File: src/rtl/core/lsa_pkg.sv
// Shared types, codes and helpers for the latency statistics accumulator.
package lsa_pkg;

  localparam int TIME_BITS = 24;
  localparam int CNT_W     = 64;
  localparam int SQ_W      = 2 * TIME_BITS;
  localparam int TRIES_W   = 16;
  localparam int IDX_W     = 5;

  typedef logic [CNT_W-1:0]     cnt_t;
  typedef logic [TIME_BITS-1:0] time_t;
  typedef logic [SQ_W-1:0]      sq_t;
  typedef logic [TRIES_W-1:0]   tries_t;
  typedef logic [IDX_W-1:0]     idx_t;

  typedef enum logic [1:0] {
    KIND_RECORD = 2'd0,
    KIND_READ   = 2'd1,
    KIND_CLEAR  = 2'd2
  } kind_t;

  typedef enum logic [1:0] {
    STATUS_SUCCESS       = 2'd0,
    STATUS_SERIALIZATION = 2'd1,
    STATUS_DEADLOCK      = 2'd2,
    STATUS_OTHER         = 2'd3
  } status_t;

  localparam idx_t IDX_SUCCESS     = 5'd0;
  localparam idx_t IDX_SKIPPED     = 5'd1;
  localparam idx_t IDX_RETRY_TOTAL = 5'd2;
  localparam idx_t IDX_RETRIED     = 5'd3;
  localparam idx_t IDX_SER_FAIL    = 5'd4;
  localparam idx_t IDX_DEAD_FAIL   = 5'd5;
  localparam idx_t IDX_OTHER_FAIL  = 5'd6;
  localparam idx_t IDX_FAIL_TOTAL  = 5'd7;
  localparam idx_t IDX_LAT_MIN     = 5'd8;
  localparam idx_t IDX_LAT_MAX     = 5'd9;
  localparam idx_t IDX_LAT_SUM     = 5'd10;
  localparam idx_t IDX_LAT_SQ_SUM  = 5'd11;
  localparam idx_t IDX_LAG_COUNT   = 5'd12;
  localparam idx_t IDX_LAG_MIN     = 5'd13;
  localparam idx_t IDX_LAG_MAX     = 5'd14;
  localparam idx_t IDX_LAG_SUM     = 5'd15;
  localparam idx_t IDX_LAG_SQ_SUM  = 5'd16;

  // Count, extremes and sums of one sampled quantity.
  typedef struct packed {
    cnt_t  count;
    time_t min_v;
    time_t max_v;
    cnt_t  sum;
    cnt_t  sq_sum;
  } sample_stats_t;

  function automatic cnt_t sat_add(cnt_t a, cnt_t b);
    logic [CNT_W:0] s;
    s = {1'b0, a} + {1'b0, b};
    return s[CNT_W] ? '1 : s[CNT_W-1:0];
  endfunction

endpackage

File: src/rtl/core/lsa_sample.sv
// Running count, min, max, sum and sum of squares for one sampled quantity.
module lsa_sample (
  input  logic                  clk,
  input  logic                  rst_n,
  input  logic                  take,
  input  logic                  clear,
  input  lsa_pkg::time_t        sample,
  input  lsa_pkg::sq_t          sample_sq,
  output lsa_pkg::sample_stats_t stats
);
  import lsa_pkg::*;

  sample_stats_t stats_r;
  sample_stats_t stats_nxt;
  logic          first;

  always_comb begin
    stats_nxt = stats_r;
    first     = (stats_r.count == '0);
    if (clear) begin
      stats_nxt = '0;
    end else if (take) begin
      if (first || sample < stats_r.min_v) begin
        stats_nxt.min_v = sample;
      end
      if (first || sample > stats_r.max_v) begin
        stats_nxt.max_v = sample;
      end
      stats_nxt.count  = sat_add(stats_r.count, CNT_W'(1));
      stats_nxt.sum    = sat_add(stats_r.sum, CNT_W'(sample));
      stats_nxt.sq_sum = sat_add(stats_r.sq_sum, CNT_W'(sample_sq));
    end
  end

  always_ff @(posedge clk) begin
    if (!rst_n) begin
      stats_r <= '0;
    end else begin
      stats_r <= stats_nxt;
    end
  end

  assign stats = stats_r;

endmodule

File: config.mk
export PLATFORM = sky130hd
export DESIGN_NAME = lsa_sample
export DESIGN_NICKNAME = d
export VERILOG_FILES = /design/src/rtl/core/lsa_pkg.sv /design/src/rtl/core/lsa_sample.sv
export SDC_FILE = /design/constraint.sdc
export NUM_CORES = 1
export LEC_CHECK = 0
export BUFFER_PORTS_ARGS = -buffer_cell sky130_fd_sc_hd__buf_2
export CORE_ASPECT_RATIO = 1.1
export CORE_MARGIN = 8
export CORE_UTILIZATION = 45
export CTS_BUF_LIST = sky130_fd_sc_hd__clkbuf_2
export DETAILED_ROUTE_END_ITERATION = 6
export GPL_TIMING_DRIVEN = 0
export HOLD_SLACK_MARGIN = 0.1
export PLACE_DENSITY = 0.75
export RECOVER_POWER = 50
export SETUP_SLACK_MARGIN = 0.5
export SLEW_MARGIN = 5
export SYNTH_ARGS = -nofsm -noshare
export SYNTH_HDL_FRONTEND = slang
export SYNTH_SLANG_ARGS = --single-unit
File: constraint.sdc
create_clock -name clk -period 4.1 [get_ports clk]
set_input_delay 0.205 -clock clk [delete_from_list [all_inputs] [get_ports clk]]
set_output_delay 0.205 -clock clk [all_outputs]
set_load 0.05 [all_outputs]
; ---- Word level (Yosys, flattened, before mapping)
; Cells that the tools add are included.
[totals]
register_bits = 240
input_bits = 76
output_inout_bits = 240
wordCells = 20
[classes]
add_sub_neg = 3
n_lt_le_gt_ge = 2
mux = 3
bitwise_logic = 1
reduce_logical = 6
[ops]
columns = cell, n
row1 = $mux 64, 3
row2 = $add 64x1->65 const B, 1
row3 = $add 64x24->65, 1
row4 = $add 64x48->65, 1
row5 = $logic_not 64->1, 1
row6 = $gt 24x24->1, 1
row7 = $lt 24x24->1, 1
row8 = $reduce_and 2->1, 2
row9 = $logic_or 1x1->1, 2
row10 = $reduce_or 2->1, 1
row11 = $not 1->1, 1

; ---- Depth between registers and ports, before layout
[logic_depth]
word_depth = 3
ltp_mapped = 12
mapped_depth_nobuf = 11

; ---- Worst setup path after synthesis
; OpenSTA, ideal clock, no wires.
[synth_timing]
path_type = reg-to-reg
startpoint = register stats_r, in the netlist stats[64]
endpoint = register stats_r, in the netlist stats[68]
setup_time_ps = 132
arrival_ps = 3220
required_time_ps = 3968
setup_slack_ps = 748
path_stages_with_launch = 13
path_buffers = 2
period_less_slack_ps = 3352
path_cell_list = dfxtp_1 ha_1 fa_1 a211oi_1 o211ai_1 a31oi_1 a211o_1 a211oi_2 or2_1 clkbuf_1 a31oi_1 clkbuf_1 a21oi_1
[synth_via]
elab_chain_cells = 2
[synth_rtl]
columns = element, line
row1 = "start, declared", lsa_sample.sv:13  ; sample_stats_t stats_r;
row2 = "start signal, assigned", lsa_sample.sv:39  ; stats_r <= stats_nxt;
row3 = $add 64x24->65, lsa_pkg.sv:58  ; s = {1'b0, a} + {1'b0, b};
row4 = $mux 64, lsa_pkg.sv:59  ; return s[CNT_W] ? '1 : s[CNT_W-1:0];
; No other way between the ends.
; A chain may end at the register's enable or synchronous reset.

; ---- Worst setup path after layout
[layout_timing]
startpoint = register stats_r, in the netlist stats[0]
endpoint = register stats_r, in the netlist stats[36]
[layout_via]
elab_chain_cells = 2
[layout_rtl]
columns = element, line
row1 = $add 64x48->65, lsa_pkg.sv:58
row2 = $mux 64, lsa_pkg.sv:59
; No other way between the ends.

==> impl_summary.log <==
INFO  metric outcome = finished clean
INFO  metric cp_data_required_time = 4.85 ns
INFO  metric vdd.ir_drop.worst = 224 uV
INFO  metric place.port_buffers = 315
INFO  metric initialDrtViolationCount = 1345
INFO  metric via_per_inst = 5.96
INFO  metric largest_reg_flops = 240
INFO  metric worst_setup_path_start_kind = flop
INFO  metric place_congestion = 0.973
INFO  metric seqCellArea = 4800 um^2
INFO  metric fin_util = 56.6%
INFO  metric global_route.usage.total = 27.2%
INFO  metric synth-warning-count = 0
INFO  metric seq_power_share = 41.7%
INFO  metric initial_utilization = 45.7%
INFO  metric post_synth.cell_area_avg = 7.90 um^2
INFO  metric max_cap_violations = 0
INFO  metric crit_type = flop to flop
INFO  metric reg2reg_from = stats[0]
INFO  metric clk_latency = 0.94 ns
INFO  metric vias = 17.7k
INFO  metric count_of_h_tree_levels_built_during_cts = 3
INFO  metric postSynthNetCount = 2177
INFO  metric setup-violations-final = 0
INFO  metric timing_max_transition_violations_final = 0
INFO  metric floorplan.die.height = 211 um
INFO  metric route.antenna.remaining_nets = 0
INFO  metric post-route-min-period = 3.46 ns
INFO  metric critical_path_source = stats[0]
INFO  metric cp.arrival = 4.21 ns
INFO  metric yosysSeqAreaShare = 30.7%
INFO  metric finalCritPeriodShare = 84.4%
INFO  metric pwr_density_cell = 303 nW/um^2
INFO  metric hpwl = 43200 um
INFO  metric synth_enable_flop_cells = 0
INFO  metric fmax = 0.289 GHz
INFO  metric power_frac_clock = 35.9%
INFO  metric power.share.combinational = 22.4%
INFO  metric layout.filler_cells = 3291
INFO  metric clk_transition_reported_paths = 0.09 ns
INFO  metric clock_sinks = 240
INFO  metric slew_headroom = 25.3%
INFO  metric area_delta_synth_final = 23.9%
INFO  metric clk_root_buffer_cell = sky130_fd_sc_hd__clkbuf_2
INFO  metric postSynth.asyncResetShare = 0%
INFO  metric tightest_slew = 1.12 ns
INFO  metric postSynth.topFlopCell = sky130_fd_sc_hd__dfxtp_1
INFO  metric route.detailed.wl_per_inst = 19.7 um
INFO  metric area_used_by_multi_input_combinational_logic = 10200 um^2
INFO  metric postSynthCellCount = 1978
INFO  metric switching_power = 2.05 mW
INFO  metric hold_path.startpoint = sample[8]
INFO  metric route.detailed.drc = 0
INFO  metric yosys_register_bits = 240
INFO  metric std_cell_rows = 71
INFO  metric final_nets = 2673
INFO  metric hold_fails_final_rpt = 0
INFO  metric tritoncts = yes
INFO  metric dieArea = 41000 um^2
INFO  metric netlist_area = 15600 um^2
INFO  metric swShare = 34.9%
INFO  metric timing.critical_path.fanout_max = 7
INFO  metric detailedRoute.firstPassIterationCount = 5
INFO  metric number_of_ports_placed_on_the_die_boundary = 316
INFO  metric antenna_found_initial = 2
INFO  metric placeableCoreArea = 34200 um^2
INFO  metric sum_of_negative_setup_slack = 0 ns
INFO  metric synth.distinct_cells = 66
INFO  metric skew = 0.0739 ns
INFO  metric most-common-layout-cells = 321 x sky130_fd_sc_hd__clkbuf_1, 243 x sky130_fd_sc_hd__a21oi_1, 240 x sky130_fd_sc_hd__dfxtp_1, 159 x sky130_fd_sc_hd__o21ai_0, 135 x sky130_fd_sc_hd__nand3_1
INFO  metric post_route_cells_drive_above_1_share = 9.07%
INFO  metric routed_wirelength = 58400 um
INFO  metric internal_cell_power = 3.82 mW
INFO  metric grt_remaining_overflow = 0
INFO  metric grt_pass1_vias = 17.5k
INFO  metric clockBufferDepth = 3
INFO  metric grt_setup_unrepaired = true
INFO  metric die_outline_width = 194 um
INFO  metric hold_path_class = primary input to flop
INFO  metric leakage = 7.46 nW
INFO  metric layout.cells.most_common = sky130_fd_sc_hd__clkbuf_1
INFO  metric timing.critical_path.to_type = flop
INFO  metric numCtsBuffers = 70
INFO  metric global_route_wire_length_before_repair = 92100 um
INFO  metric maximum_number_of_pins_on_one_net_before_global_route_repair = 11
power groups by stage:
stage / Combinational, mW / Sequential (mW) / Clock [mW]
floorplan: 0.648 / 2.67 / 0
global placement: 1.15 / 2.49 / 0
detailed placement: 1.17 / 2.49 / 0
CTS: 1.30 / 2.44 / 2.15
global route: 1.42 / 2.45 / 2.29
finish: 1.31 / 2.44 / 2.11
cells by family after synthesis:
| kind of cell | share of synthesized area, % |
|---|---|
| adders and majority gates | 9.94 |
| buffers and inverters | 4.36 |
| AOI/OAI and AO/OA | 25.4 |
| muxes | 2.12 |
| and+or+nand+nor | 19.6 |
| xor gates and xnor gates | 7.79 |
| DFF | 30.7 |
worst max-delay path, stage by stage (launching register included):
cell and delay, ns:
sky130_fd_sc_hd__dfxtp_1 0.35, sky130_fd_sc_hd__ha_1 0.22, sky130_fd_sc_hd__fa_1 0.45, sky130_fd_sc_hd__a211oi_2 0.29
sky130_fd_sc_hd__o21ai_1 0.18, sky130_fd_sc_hd__a32o_1 0.35, sky130_fd_sc_hd__a21oi_1 0.35, sky130_fd_sc_hd__o21ba_2 0.18
sky130_fd_sc_hd__clkbuf_2 0.19, sky130_fd_sc_hd__o31ai_1 0.17, sky130_fd_sc_hd__a31oi_1 0.31, sky130_fd_sc_hd__xor2_1 0.18
sky130_fd_sc_hd__a21oi_1 0.09
cell type report:
cell class / instances / area share, %
Antenna cell: 2 / 0.0259
Buffer: 97 / 1.97
Clock buffer: 100 / 2.59
Clock inverter: 22 / 1.11
Inverter: 83 / 1.61
Multi-Input combinational cell: 1558 / 52.9
Sequential cell: 240 / 24.8
Tap cell: 438 / 2.83
Timing Repair Buffer: 424 / 12.2
synthesized netlist by cell type (5+ instances only):
cell                       instances  area [um^2]
sky130_fd_sc_hd__o31ai_1           8         60.1
sky130_fd_sc_hd__o211ai_1         10         75.1
sky130_fd_sc_hd__clkbuf_1         89          334
sky130_fd_sc_hd__xor2_1           71          622
sky130_fd_sc_hd__a31oi_1          50          313
sky130_fd_sc_hd__o211a_1           5         50.1
sky130_fd_sc_hd__nand2b_1         11         68.8
sky130_fd_sc_hd__dfxtp_1         240         4800
sky130_fd_sc_hd__a211oi_1         20          150
sky130_fd_sc_hd__mux2i_1          32          320
sky130_fd_sc_hd__nand4_1          49          307
sky130_fd_sc_hd__and4_1           15          131
sky130_fd_sc_hd__and2_1           18          113
sky130_fd_sc_hd__or2_2             5         31.3
sky130_fd_sc_hd__o21ai_0         160          801
sky130_fd_sc_hd__inv_1            83          312
sky130_fd_sc_hd__nor4_1           29          181
sky130_fd_sc_hd__o21ai_1           6         30.0
sky130_fd_sc_hd__nand3_1         136          681
sky130_fd_sc_hd__nand2_1         117          439
sky130_fd_sc_hd__a311o_1          25          250
sky130_fd_sc_hd__a21o_1           57          428
sky130_fd_sc_hd__ha_1            121         1510
sky130_fd_sc_hd__and3_1           34          213
sky130_fd_sc_hd__o21a_1            9         67.6
sky130_fd_sc_hd__a21oi_1         244         1220
sky130_fd_sc_hd__nor2b_1          11         68.8
sky130_fd_sc_hd__o21bai_1         15          113
sky130_fd_sc_hd__nor3_1           40          200
sky130_fd_sc_hd__nor2_1          128          480
sky130_fd_sc_hd__or3_1             6         37.5
sky130_fd_sc_hd__a221oi_1          5         43.8
sky130_fd_sc_hd__a311oi_1          5         43.8
sky130_fd_sc_hd__xnor2_1          68          596
path summary, 6_finish.rpt:
kind         depth (start not counted)  slack, ns    endpoint
max                                 12       0.64   stats[36]
min                                  4       0.18  stats[136]
max reg2reg                         12       0.64   stats[36]
min reg2reg                          2       0.51  stats[128]
through the flow:
step / power, mW / std cells / cell area (um^2) / setup slack (ns) / hold slack (ns)
CTS: 5.89 / 2959 / 19600 / 0.408 / 0.103
finish: 5.86 / 2964 / 19400 / 0.638 / 0.182
global placement: 3.64 / 2731 / 17800 / -0.234 / 0.488
global route: 6.16 / 2964 / 19400 / 0.470 / 0.148
detailed placement: 3.67 / 2731 / 17800 / -0.347 / 0.501
floorplan: 3.32 / 1978 / 15600 / 0.748 / 0.353
repair_timing:
item | CTS | global route
buffers inserted | 2 | 3
endpoints found under the setup margin | 87 | 112
pin swaps | 2 | 3
gates resized for setup | 15 | 14
hold buffers | 104 | 0
endpoints found under the hold margin | 157 | 0
layer usage:
metal	vias to the layer above	routed length, um	global-route usage [%]
met5	-	0	0
met4	0	3250	16.9
met3	206	4870	6.81
met2	799	26300	44.0
met1	8342	24000	32.4
li1	8323	-	-
Note: power is estimated with default switching activity, not from simulation.
